### config.mk
export PLATFORM = sky130hd
export DESIGN_NAME = fraction_add_reduce_flat
export DESIGN_NICKNAME = d
export VERILOG_FILES = /design/src/design/fra_pkg.sv /design/src/design/fra_ifs.sv /design/src/design/fraction_add_reduce.sv /design/src/design/fra_div.sv /design/src/design/fra_dp.sv /design/src/design/fra_ctrl.sv /design/src/flat_wrapper.sv
export SDC_FILE = /design/constraint.sdc
export NUM_CORES = 2
export LEC_CHECK = 0
export ABC_AREA = 1
export BUFFER_PORTS_ARGS = -buffer_cell sky130_fd_sc_hd__buf_2
export CAP_MARGIN = 20
export CORE_MARGIN = 2
export CORE_UTILIZATION = 40
export DETAILED_ROUTE_END_ITERATION = 8
export PLACE_DENSITY = 0.58
export SLEW_MARGIN = 20
export SYNTH_ARGS = -nofsm -noshare
export SYNTH_HDL_FRONTEND = slang
export SYNTH_HIERARCHICAL = 1
export SYNTH_SLANG_ARGS = --single-unit
export TNS_END_PERCENT = 5
### constraint.sdc
create_clock -name clk -period 9.71 [get_ports clk]
set_input_delay 0.971 -clock clk [delete_from_list [all_inputs] [get_ports clk]]
set_output_delay 0.971 -clock clk [all_outputs]
set_load 0.03 [all_outputs]
### src/design/fra_pkg.sv
// shared types and constants for the fraction adder
package fra_pkg;

  localparam int FIELD_W          = 16;
  localparam int NUM_W            = 33;
  localparam int DEN_W            = 32;
  localparam int NUMBER_WIDTH_DEF = 16;
  localparam int DIV_STEPS        = NUM_W;
  localparam int CNT_W            = $clog2(DIV_STEPS + 1);

  typedef enum logic [1:0] {DIV_B, DIV_D, DIV_S, DIV_L} div_sel_t;
  typedef enum logic [1:0] {MUL_L, MUL_A, MUL_C} mul_sel_t;
  typedef enum logic [1:0] {OUT_ERR, OUT_ZERO, OUT_RED} out_sel_t;
  typedef enum logic {GCD_BD, GCD_SL} gcd_sel_t;

  typedef enum logic [4:0] {
    ST_IDLE, ST_CHECK, ST_GCD1, ST_DIVB_GO, ST_DIVB, ST_DIVD, ST_MULA, ST_MULC,
    ST_ADD, ST_ZCHK, ST_GCD2, ST_DIVS_GO, ST_DIVS, ST_DIVL,
    ST_OUT_ERR, ST_OUT_ZERO, ST_OUT_RED
  } state_t;

  typedef struct packed {
    logic     load_in;
    logic     gcd_start;
    gcd_sel_t gcd_sel;
    logic     div_start;
    div_sel_t div_sel;
    logic     save_q;
    div_sel_t save_sel;
    logic     mul_en;
    mul_sel_t mul_sel;
    logic     save_lcm;
    logic     save_sum;
    logic     add_sum;
    logic     out_load;
    out_sel_t out_sel;
  } cmd_t;

  typedef struct packed {
    logic den_zero;
    logic gcd_done;
    logic div_done;
    logic sum_zero;
  } status_t;

endpackage

### src/design/fra_ifs.sv
// valid/ready channel interfaces for operands and results
interface fra_in_if;
  logic        valid;
  logic        ready;
  logic [15:0] first_numerator;
  logic [15:0] first_denominator;
  logic [15:0] second_numerator;
  logic [15:0] second_denominator;
  modport source (output valid, first_numerator, first_denominator, second_numerator,
                  second_denominator, input ready);
  modport sink (input valid, first_numerator, first_denominator, second_numerator,
                second_denominator, output ready);
endinterface

interface fra_out_if;
  logic        valid;
  logic        ready;
  logic [32:0] sum_numerator;
  logic [31:0] sum_denominator;
  logic        divide_error;
  modport source (output valid, sum_numerator, sum_denominator, divide_error, input ready);
  modport sink (input valid, sum_numerator, sum_denominator, divide_error, output ready);
endinterface

### src/design/fraction_add_reduce.sv
// top level: sum of two fractions reduced to lowest terms
//
//  channel  | direction | carries
//  in_ch    | sink      | first/second numerator and denominator, 16 bits each
//  out_ch   | source    | sum_numerator (33), sum_denominator (32), divide_error
//
// one transaction at a time; after acceptance a zero denominator goes straight to the error
// result, a zero sum runs the first gcd and two divisions, a full reduction both gcds and
// all four divisions; each gcd step is one shift or subtract; divisions share the divider.
// reset is synchronous, active low, and clears the controller and output valid.
// a finished result waits in the output register while the next transaction is taken;
// the block stalls only when a second result is ready before the first is taken.
module fraction_add_reduce import fra_pkg::*; #(
  parameter int NUMBER_WIDTH = NUMBER_WIDTH_DEF
) (
  input logic   clk,
  input logic   rst_n,
  fra_in_if.sink    in_ch,
  fra_out_if.source out_ch
);

  cmd_t    cmd;
  status_t status;

  fra_ctrl u_ctrl (
    .clk       (clk),
    .rst_n     (rst_n),
    .in_valid  (in_ch.valid),
    .in_ready  (in_ch.ready),
    .out_valid (out_ch.valid),
    .out_ready (out_ch.ready),
    .status    (status),
    .cmd       (cmd)
  );

  fra_dp #(.NUMBER_WIDTH(NUMBER_WIDTH)) u_dp (
    .clk     (clk),
    .rst_n   (rst_n),
    .cmd     (cmd),
    .status  (status),
    .a_in    (in_ch.first_numerator),
    .b_in    (in_ch.first_denominator),
    .c_in    (in_ch.second_numerator),
    .d_in    (in_ch.second_denominator),
    .num_out (out_ch.sum_numerator),
    .den_out (out_ch.sum_denominator),
    .err_out (out_ch.divide_error)
  );

endmodule

### src/design/fra_div.sv
// restoring divider, one quotient bit per cycle
module fra_div import fra_pkg::*; (
  input  logic             clk,
  input  logic             rst_n,
  input  logic             start,
  input  logic [NUM_W-1:0] dividend,
  input  logic [DEN_W-1:0] divisor,
  output logic             done,
  output logic [NUM_W-1:0] quot
);

  logic [NUM_W-1:0] q_r, q_nxt;
  logic [DEN_W-1:0] rem_r, rem_nxt;
  logic [DEN_W-1:0] dvs_r;
  logic [CNT_W-1:0] cnt_r, cnt_nxt;
  logic             done_r, done_nxt;
  logic [DEN_W:0]   trial;
  logic [DEN_W:0]   diff;
  logic             ge;

  assign trial = {rem_r, q_r[NUM_W-1]};
  assign diff  = trial - {1'b0, dvs_r};
  assign ge    = trial >= {1'b0, dvs_r};

  always_comb begin
    q_nxt    = q_r;
    rem_nxt  = rem_r;
    cnt_nxt  = cnt_r;
    done_nxt = 1'b0;
    if (start) begin
      q_nxt   = dividend;
      rem_nxt = '0;
      cnt_nxt = CNT_W'(DIV_STEPS);
    end else if (cnt_r != '0) begin
      q_nxt   = {q_r[NUM_W-2:0], ge};
      rem_nxt = ge ? diff[DEN_W-1:0] : trial[DEN_W-1:0];
      cnt_nxt = cnt_r - 1'b1;
      if (cnt_r == CNT_W'(1)) begin
        done_nxt = 1'b1;
      end
    end
  end

  always_ff @(posedge clk) begin
    if (!rst_n) begin
      cnt_r  <= '0;
      done_r <= 1'b0;
    end else begin
      cnt_r  <= cnt_nxt;
      done_r <= done_nxt;
    end
    q_r   <= q_nxt;
    rem_r <= rem_nxt;
    if (start) begin
      dvs_r <= divisor;
    end
  end

  assign done = done_r;
  assign quot = q_r;

endmodule

### src/design/fra_dp.sv
// datapath: operand registers, binary gcd, shared multiplier and divider, result register
module fra_dp import fra_pkg::*; #(
  parameter int NUMBER_WIDTH = NUMBER_WIDTH_DEF
) (
  input  logic               clk,
  input  logic               rst_n,
  input  cmd_t               cmd,
  output status_t            status,
  input  logic [FIELD_W-1:0] a_in,
  input  logic [FIELD_W-1:0] b_in,
  input  logic [FIELD_W-1:0] c_in,
  input  logic [FIELD_W-1:0] d_in,
  output logic [NUM_W-1:0]   num_out,
  output logic [DEN_W-1:0]   den_out,
  output logic               err_out
);

  localparam int OPW = (NUMBER_WIDTH < FIELD_W) ? NUMBER_WIDTH : FIELD_W;
  localparam logic [FIELD_W-1:0] OP_MASK = {FIELD_W{1'b1}} >> (FIELD_W - OPW);
  localparam int KW = $clog2(NUM_W + 1);

  logic [FIELD_W-1:0] a_r, b_r, c_r, d_r, bq_r, dq_r;
  logic [DEN_W-1:0]   g_r, lcm_r, den_r, prod_r;
  logic [NUM_W-1:0]   sum_r, num_r;
  logic [NUM_W-1:0]   gx_r, gy_r;
  logic [KW-1:0]      gk_r;
  logic               gbusy_r;
  logic               gdone;
  logic [NUM_W-1:0]   gshift;
  logic [NUM_W-1:0]   div_dividend;
  logic               div_done;
  logic [NUM_W-1:0]   div_quot;
  logic [FIELD_W-1:0] mop1, mop2;
  logic [NUM_W-1:0]   num_out_r;
  logic [DEN_W-1:0]   den_out_r;
  logic               err_out_r;

  assign gdone  = gbusy_r && (gx_r == '0);
  assign gshift = gy_r << gk_r;

  // binary gcd, one subtract or shift per cycle
  always_ff @(posedge clk) begin
    if (!rst_n) begin
      gbusy_r <= 1'b0;
    end else if (cmd.gcd_start) begin
      gbusy_r <= 1'b1;
    end else if (gdone) begin
      gbusy_r <= 1'b0;
    end
    if (cmd.gcd_start) begin
      gk_r <= '0;
      if (cmd.gcd_sel == GCD_BD) begin
        gx_r <= NUM_W'(b_r);
        gy_r <= NUM_W'(d_r);
      end else begin
        gx_r <= sum_r;
        gy_r <= {1'b0, lcm_r};
      end
    end else if (gbusy_r && !gdone) begin
      if (!gx_r[0] && !gy_r[0]) begin
        gx_r <= gx_r >> 1;
        gy_r <= gy_r >> 1;
        gk_r <= gk_r + 1'b1;
      end else if (!gx_r[0]) begin
        gx_r <= gx_r >> 1;
      end else if (!gy_r[0]) begin
        gy_r <= gy_r >> 1;
      end else if (gx_r >= gy_r) begin
        gx_r <= gx_r - gy_r;
      end else begin
        gy_r <= gy_r - gx_r;
      end
    end
    if (gdone) begin
      g_r <= gshift[DEN_W-1:0];
    end
  end

  always_comb begin
    case (cmd.div_sel)
      DIV_B:   div_dividend = NUM_W'(b_r);
      DIV_D:   div_dividend = NUM_W'(d_r);
      DIV_S:   div_dividend = sum_r;
      DIV_L:   div_dividend = NUM_W'(lcm_r);
      default: div_dividend = '0;
    endcase
  end

  fra_div u_div (
    .clk      (clk),
    .rst_n    (rst_n),
    .start    (cmd.div_start),
    .dividend (div_dividend),
    .divisor  (g_r),
    .done     (div_done),
    .quot     (div_quot)
  );

  always_comb begin
    case (cmd.mul_sel)
      MUL_L:   begin mop1 = bq_r; mop2 = d_r; end
      MUL_A:   begin mop1 = a_r;  mop2 = dq_r; end
      MUL_C:   begin mop1 = c_r;  mop2 = bq_r; end
      default: begin mop1 = '0;   mop2 = '0; end
    endcase
  end

  always_ff @(posedge clk) begin
    if (cmd.load_in) begin
      a_r <= a_in & OP_MASK;
      b_r <= b_in & OP_MASK;
      c_r <= c_in & OP_MASK;
      d_r <= d_in & OP_MASK;
    end
    if (cmd.save_q) begin
      case (cmd.save_sel)
        DIV_B:   bq_r  <= div_quot[FIELD_W-1:0];
        DIV_D:   dq_r  <= div_quot[FIELD_W-1:0];
        DIV_S:   num_r <= div_quot;
        DIV_L:   den_r <= div_quot[DEN_W-1:0];
        default: ;
      endcase
    end
    if (cmd.mul_en) begin
      prod_r <= mop1 * mop2;
    end
    if (cmd.save_lcm) begin
      lcm_r <= prod_r;
    end
    if (cmd.save_sum) begin
      sum_r <= NUM_W'(prod_r);
    end else if (cmd.add_sum) begin
      sum_r <= sum_r + NUM_W'(prod_r);
    end
    if (cmd.out_load) begin
      case (cmd.out_sel)
        OUT_ERR: begin
          num_out_r <= '0;
          den_out_r <= '0;
          err_out_r <= 1'b1;
        end
        OUT_ZERO: begin
          num_out_r <= '0;
          den_out_r <= lcm_r;
          err_out_r <= 1'b0;
        end
        default: begin
          num_out_r <= num_r;
          den_out_r <= den_r;
          err_out_r <= 1'b0;
        end
      endcase
    end
  end

  assign status.den_zero = (b_r == '0) || (d_r == '0);
  assign status.gcd_done = gdone;
  assign status.div_done = div_done;
  assign status.sum_zero = (sum_r == '0);

  assign num_out = num_out_r;
  assign den_out = den_out_r;
  assign err_out = err_out_r;

endmodule

### src/design/fra_ctrl.sv
// controller: sequences gcd, divisions and multiplies for one transaction
module fra_ctrl import fra_pkg::*; (
  input  logic    clk,
  input  logic    rst_n,
  input  logic    in_valid,
  output logic    in_ready,
  output logic    out_valid,
  input  logic    out_ready,
  input  status_t status,
  output cmd_t    cmd
);

  state_t state_r, state_nxt;
  logic   out_valid_r, out_valid_nxt;
  logic   slot_free;

  assign slot_free = !out_valid_r || out_ready;

  always_ff @(posedge clk) begin
    if (!rst_n) begin
      state_r     <= ST_IDLE;
      out_valid_r <= 1'b0;
    end else begin
      state_r     <= state_nxt;
      out_valid_r <= out_valid_nxt;
    end
  end

  always_comb begin
    state_nxt     = state_r;
    out_valid_nxt = out_valid_r && !out_ready;
    cmd           = '0;
    in_ready      = 1'b0;
    case (state_r)
      ST_IDLE: begin
        in_ready = 1'b1;
        if (in_valid) begin
          cmd.load_in = 1'b1;
          state_nxt   = ST_CHECK;
        end
      end
      ST_CHECK: begin
        if (status.den_zero) begin
          state_nxt = ST_OUT_ERR;
        end else begin
          cmd.gcd_start = 1'b1;
          cmd.gcd_sel   = GCD_BD;
          state_nxt     = ST_GCD1;
        end
      end
      ST_GCD1: begin
        if (status.gcd_done) begin
          state_nxt = ST_DIVB_GO;
        end
      end
      ST_DIVB_GO: begin
        cmd.div_start = 1'b1;
        cmd.div_sel   = DIV_B;
        state_nxt     = ST_DIVB;
      end
      ST_DIVB: begin
        if (status.div_done) begin
          cmd.save_q    = 1'b1;
          cmd.save_sel  = DIV_B;
          cmd.div_start = 1'b1;
          cmd.div_sel   = DIV_D;
          state_nxt     = ST_DIVD;
        end
      end
      ST_DIVD: begin
        if (status.div_done) begin
          cmd.save_q   = 1'b1;
          cmd.save_sel = DIV_D;
          cmd.mul_en   = 1'b1;
          cmd.mul_sel  = MUL_L;
          state_nxt    = ST_MULA;
        end
      end
      ST_MULA: begin
        cmd.save_lcm = 1'b1;
        cmd.mul_en   = 1'b1;
        cmd.mul_sel  = MUL_A;
        state_nxt    = ST_MULC;
      end
      ST_MULC: begin
        cmd.save_sum = 1'b1;
        cmd.mul_en   = 1'b1;
        cmd.mul_sel  = MUL_C;
        state_nxt    = ST_ADD;
      end
      ST_ADD: begin
        cmd.add_sum = 1'b1;
        state_nxt   = ST_ZCHK;
      end
      ST_ZCHK: begin
        if (status.sum_zero) begin
          state_nxt = ST_OUT_ZERO;
        end else begin
          cmd.gcd_start = 1'b1;
          cmd.gcd_sel   = GCD_SL;
          state_nxt     = ST_GCD2;
        end
      end
      ST_GCD2: begin
        if (status.gcd_done) begin
          state_nxt = ST_DIVS_GO;
        end
      end
      ST_DIVS_GO: begin
        cmd.div_start = 1'b1;
        cmd.div_sel   = DIV_S;
        state_nxt     = ST_DIVS;
      end
      ST_DIVS: begin
        if (status.div_done) begin
          cmd.save_q    = 1'b1;
          cmd.save_sel  = DIV_S;
          cmd.div_start = 1'b1;
          cmd.div_sel   = DIV_L;
          state_nxt     = ST_DIVL;
        end
      end
      ST_DIVL: begin
        if (status.div_done) begin
          cmd.save_q   = 1'b1;
          cmd.save_sel = DIV_L;
          state_nxt    = ST_OUT_RED;
        end
      end
      ST_OUT_ERR, ST_OUT_ZERO, ST_OUT_RED: begin
        if (state_r == ST_OUT_ERR) begin
          cmd.out_sel = OUT_ERR;
        end else if (state_r == ST_OUT_ZERO) begin
          cmd.out_sel = OUT_ZERO;
        end else begin
          cmd.out_sel = OUT_RED;
        end
        if (slot_free) begin
          cmd.out_load  = 1'b1;
          out_valid_nxt = 1'b1;
          state_nxt     = ST_IDLE;
        end
      end
      default: begin
        state_nxt = ST_IDLE;
      end
    endcase
  end

  assign out_valid = out_valid_r;

endmodule

### src/flat_wrapper.sv
// flat-port wrapper written by rule: the top's interface ports become plain ports
module fraction_add_reduce_flat import fra_pkg::*;
#(
  parameter int NUMBER_WIDTH = NUMBER_WIDTH_DEF
)
  (clk, rst_n, in_ch_valid, in_ch_first_numerator, in_ch_first_denominator, in_ch_second_numerator, in_ch_second_denominator, in_ch_ready, out_ch_valid, out_ch_sum_numerator, out_ch_sum_denominator, out_ch_divide_error, out_ch_ready);
  fra_in_if in_ch_i ();
  fra_out_if out_ch_i ();
  input logic clk;
  input logic rst_n;
  input wire logic [$bits(in_ch_i.valid)-1:0] in_ch_valid;
  input wire logic [$bits(in_ch_i.first_numerator)-1:0] in_ch_first_numerator;
  input wire logic [$bits(in_ch_i.first_denominator)-1:0] in_ch_first_denominator;
  input wire logic [$bits(in_ch_i.second_numerator)-1:0] in_ch_second_numerator;
  input wire logic [$bits(in_ch_i.second_denominator)-1:0] in_ch_second_denominator;
  output wire logic [$bits(in_ch_i.ready)-1:0] in_ch_ready;
  output wire logic [$bits(out_ch_i.valid)-1:0] out_ch_valid;
  output wire logic [$bits(out_ch_i.sum_numerator)-1:0] out_ch_sum_numerator;
  output wire logic [$bits(out_ch_i.sum_denominator)-1:0] out_ch_sum_denominator;
  output wire logic [$bits(out_ch_i.divide_error)-1:0] out_ch_divide_error;
  input wire logic [$bits(out_ch_i.ready)-1:0] out_ch_ready;
  assign in_ch_i.valid = in_ch_valid;
  assign in_ch_i.first_numerator = in_ch_first_numerator;
  assign in_ch_i.first_denominator = in_ch_first_denominator;
  assign in_ch_i.second_numerator = in_ch_second_numerator;
  assign in_ch_i.second_denominator = in_ch_second_denominator;
  assign in_ch_ready = in_ch_i.ready;
  assign out_ch_valid = out_ch_i.valid;
  assign out_ch_sum_numerator = out_ch_i.sum_numerator;
  assign out_ch_sum_denominator = out_ch_i.sum_denominator;
  assign out_ch_divide_error = out_ch_i.divide_error;
  assign out_ch_i.ready = out_ch_ready;
  fraction_add_reduce #(.NUMBER_WIDTH(NUMBER_WIDTH)) u_core (.clk(clk), .rst_n(rst_n), .in_ch(in_ch_i), .out_ch(out_ch_i));
endmodule
; Word-level counts from Yosys, hierarchy flattened
; Index checks and enable logic that the tools add are counted.
; Widths: inputs -> output; s select.
[word_totals]
out_inout_bits = 68
in_bits = 68
ff_bits = 539
[classes]
shift = 1
addsub = 6
n_mul = 1
n_reduce_logical = 39
bitwise = 2
eq_ne = 37
magnitude_cmp = 2
n_mux = 61
[ops]
columns = cell, count
row1 = $mux 33, 15
row2 = $pmux 33 s4, 1
row3 = $mux 32, 4
row4 = $pmux 16 s3, 2
row5 = $pmux 5 s15, 1
row6 = $logic_not 33->1, 2
row7 = $sub 33x33->33, 2
row8 = $pmux 32 s2, 1
row9 = $eq 5x4->1 const B, 8
row10 = $mux 5, 8
row11 = $add 33x32->33, 1
row12 = $ge 33x32->1, 1
row13 = $ge 33x33->1, 1
row14 = $shl 33x6->32, 1
row15 = $logic_not 16->1, 2
row16 = $mul 16x16->32, 1
row17 = $sub 32x32->32, 1
row18 = $mux 6, 4
row19 = $pmux 3 s4, 2
row20 = $eq 5x3->1 const B, 4
row21 = $ne 2x2->1 const B, 8
row22 = $mux 1, 13
row23 = $reduce_and 2->1, 6
row24 = $eq 2x2->1 const B, 5
row25 = 27 further kinds, 55

; Depth between registers and ports, before layout
[depth]
ltp_word = 7
depth_mapped = 34
mapped_depth_nobuf = 32

; By module
; Netlist, hierarchy kept.
[modules_own_cells]
columns = module, instances, seq_area_each_um2, cells_per_inst, area_per_inst_um2
row1 = fra_dp, 1, 12802.3, 4331, 34614.4
row2 = fra_div, 1, 2732.6, 1014, 6988.0
row3 = fra_ctrl, 1, 120.1, 114, 648.1

; Least setup slack after synthesis
; Ideal clock, no wire load.
[synth_timing]
path_kind = reg2reg
start = register u_core.u_ctrl.state_r[4]
end = register u_core.u_dp.prod_r[20], data pin
setup_time_ns = 0.266
period_less_slack_ns = 6.702
arrival_time_ns = 6.436
stages_incl_launch_ff = 28
path_slack_ns = 3.008
required_ns = 9.444
cell_sequence = dfxtp_1 -> inv_2 -> nand3_2 -> nor2_1 -> buf_4 -> inv_1 -> nor2_1 -> inv_1 -> clkbuf_1 -> o221ai_1 -> clkbuf_1 -> nand2_1 -> fa_1 -> fa_1 -> fa_1 -> fa_1 -> inv_1 -> fa_1 -> inv_1 -> fa_1 -> inv_1 -> ha_1 -> nand2_1 -> nor2_1 -> nand4_1 -> o21ai_0 -> a21boi_0 -> xor2_1
[synth_lines]
columns = element, line
row1 = "start, declared", fra_ctrl.sv:13  ; state_t state_r, state_nxt;
row2 = "start signal, assigned", fra_ctrl.sv:24  ; state_r <= state_nxt;
row3 = "end signal, assigned", fra_dp.sv:125  ; prod_r <= mop1 * mop2;
row4 = "end, declared", fra_dp.sv:23  ; logic [DEN_W-1:0] g_r, lcm_r, den_r, prod_r;

; Final worst setup path
[layout_timing]
start = register u_core.u_ctrl.state_r[2]
end = register u_core.u_dp.prod_r[28], data pin
[layout_between]
elab_chain_cells = 5
[layout_rtl]
columns = element, line
row1 = $eq 5x3->1, fra_ctrl.sv:34  ; case (state_r)
row2 = $pmux 3 s3 (*), fra_ctrl.sv:34
row3 = "$eq 2x2->1, or another cell as far along", fra_dp.sv:100  ; case (cmd.mul_sel)
row4 = $pmux 16 s3, fra_dp.sv:100
row5 = $mul 16x16->32 (*), fra_dp.sv:125
; Mark *: on every way between the ends. The rest lies on a longest branch, timed or not.
; A chain may end at the register's enable or synchronous reset.

==> summary.md <==
| Metric | Value |
|---|---|
| #FFs+latches synth | `roughly 540` |
| Critical path's slowest cell | `nand3_1` |
| Fin Setup TNS | `0 ns` |
| First-pass GRT wire length | `around 220 mm` |
| Initial core utilization | `0.403` |
| Later-pin clock latency in the skew report | `roughly 0.69 ns` |
| HPWL after DPL | `119 mm` |
| DRC | `0` |
| Post-Syn Nets | `5964` |
| H-tree depth | `2` |
| Worst-path maximum fanout | `17` |
| Main synth FF type | `edfxtp_1` |
| Final Critical Period | `~7.5 ns` |
| Worst Setup Path Type | `reg2reg` |
| Sequential fraction of the synthesis area | `0.371` |
| Clock slew at reported path FFs | `0.06 ns` |
| Global-route usage over all layers | `0.277` |
| CP peak stage delay | `about 0.56 ns` |
| Setup Buffers After CTS | `0` |
| Util after Layout | `0.444` |
| Vias in the first global route | `35200` |
| Final ANT Viol Nets | `0` |
| Synth top area share | `0.345` |
| Port Buf Inserts | `135` |
| Number of primary I/O pins | `~140` |
| CTS tree | `yes` |
| Area contributors post-synth | `edfxtp_1, nand2_1, fa_1` |
| DR vias/cell | `around 5.2` |
| Initial antenna violation count | `6` |
| Final net count | `6059` |
| Root buf cell | `clkbuf_16` |
| Post-Syn Area | `42300 µm²` |
| Post-CTS sizing | `0` |
| Number of synthesized flops with an enable pin | `486` |
| Core area | `about 100000 µm²` |
| Synth-to-layout area growth | `10.3%` |
| Clock Skews | `0.0357 ns` |
| Max_slew headroom | `0.212` |
| Vias post-DR | `about 37000` |
| Longest Clk Path Bufs | `3` |
| Fmax | `approximately 130 MHz` |
| Synth Instances | `5459` |
| 1st-iter DRT viols | `3789` |
| Most common cell in the netlist | `nand2_1` |
| Rows | `around 120` |
| Commonest cells post-synth | `nand2_1, inv_1, edfxtp_1` |
| Share of cells above drive strength 1 | `0.0785` |
| Die height | `around 330 µm` |
| RSZ-0062 raised after global routing | `no` |
| Chip width | `329 µm` |
| Worst Tran Pin Value | `1.17 ns` |
| # setup viols final | `0` |
| Critical Path Sink Type | `flop` |
| Largest net degree at the start of global routing | `77` |
| Multi-input gate area | `21900 µm²` |
| Yosys Warn Count | `6` |
| Post-synth ARST share | `0` |
| Hold Buf Count CTS | `0` |
| Fin. Hold Viols | `0` |
| Fin crit share | `0.774` |
| Final Max Tran Viols | `0` |
| Die area | `108000 µm²` |
| Drt total wl | `150 mm` |
| WL/cell | `21.4 µm` |
| Crit path required time | `10.12 ns` |
| Syn avg cell area | `7.74 µm²` |
| # Max-Cap Violations | `0` |
| Outcome | `completed` |
| Netlist cell types | `60` |
| Worst setup SP type | `flop` |
| TritonCTS sink count | `539` |
| DR pass1 iterations | `6` |
| Min Hold Slack | `0.398 ns` |
| Placer Congestion | `0.999` |
| Arr. time, crit path | `7.93 ns` |
| Filler Cells Inserted | `10700` |
| HP Class | `reg2reg` |
| Sequential Area | `roughly 16000 µm²` |
| Inserted Clock Buffers | `60` |
| Area leader, netlist | `edfxtp_1` |
| GRT overflow | `0` |
| Most used cell, CP | `inv_1` |
## flip-flops by register name, indices dropped and copies added (netlist names), 33 cells and up
signal,cells
u_core/u_dp/gx_r,33
u_core/u_dp/sum_r,33
u_core/u_dp/u_div/quot,33
u_core/u_dp/num_r,33
u_core/u_dp/num_out,33
u_core/u_dp/gy_r,33
## worst paths after layout
kind	slack [ns]	end	cells past startpoint	start
max	2.19	u_core/u_dp/prod_r[28]$_DFFE_PP_	28	u_core/u_ctrl/state_r[2]$_SDFFE_PN0P_
min	0.40	u_core/u_dp/u_div/dvs_r[9]$_DFFE_PP_	0	u_core/u_dp/g_r[9]$_SDFFCE_PP0P_
max reg2reg	2.19	u_core/u_dp/prod_r[28]$_DFFE_PP_	28	u_core/u_ctrl/state_r[2]$_SDFFE_PN0P_
min reg2reg	0.40	u_core/u_dp/u_div/dvs_r[9]$_DFFE_PP_	0	u_core/u_dp/g_r[9]$_SDFFCE_PP0P_
## worst max-delay path: cells and delay by family, from the launching register on
family,cells,cell delay (ns)
fa+ha+maj,7,3.22
simple gates,11,2.08
buf+inv,8,0.89
flops,1,0.55
compound gates,2,0.52
## cell type report
cell class,count,area share
inverters,1038,0.0836
multi-input cells,3717,0.470
well taps,1391,0.0373
diodes,1,0.0000537
clock inverters,48,0.0147
flip-flops and latches,539,0.336
clock buffers,65,0.0328
repair buffers,198,0.0251
## cells in the final DEF, fill, tap and decap left out, drive strengths merged, types with 23 or more instances in the layout
cell    instances
a21oi         192
buf           198
clkbuf         65
clkinv         26
dfxtp          53
edfxtp        486
fa            198
ha            239
inv          1043
nand2        1884
nand3         232
nand4          49
nor2          311
nor3           43
o211ai         24
o21ai         307
xnor2          23
xor2           64
## routing by layer
metal,vias to the layer above,global-route usage,part of all wire
met2,1454,0.434,0.44
met5,-,0,0.000087
li1,17400,-,-
met4,2,0.102,0.042
met3,261,0.0396,0.079
met1,17500,0.388,0.44
## through the flow
stage | instance area, µm² | setup WS, ns | instances
finish | 46600 | 2.19 | 6997
global route | 46600 | 1.62 | 6996
CTS | 46600 | 2.22 | 6995
detailed placement | 44400 | 2.24 | 6882
global placement | 44400 | 2.27 | 6882
floorplan | 42300 | 3.01 | 5459
## logic make-up after synthesis
family          synth area share
xor+xnor                  0.0180
buf+inv                    0.113
mux                      0.00142
flops                      0.371
simple gates               0.249
compound gates            0.0838
fa+ha+maj                  0.165
Power is left out: the tool's default activity adds up to more than one toggle a clock period on the data nets, which glitch-free logic cannot reach.
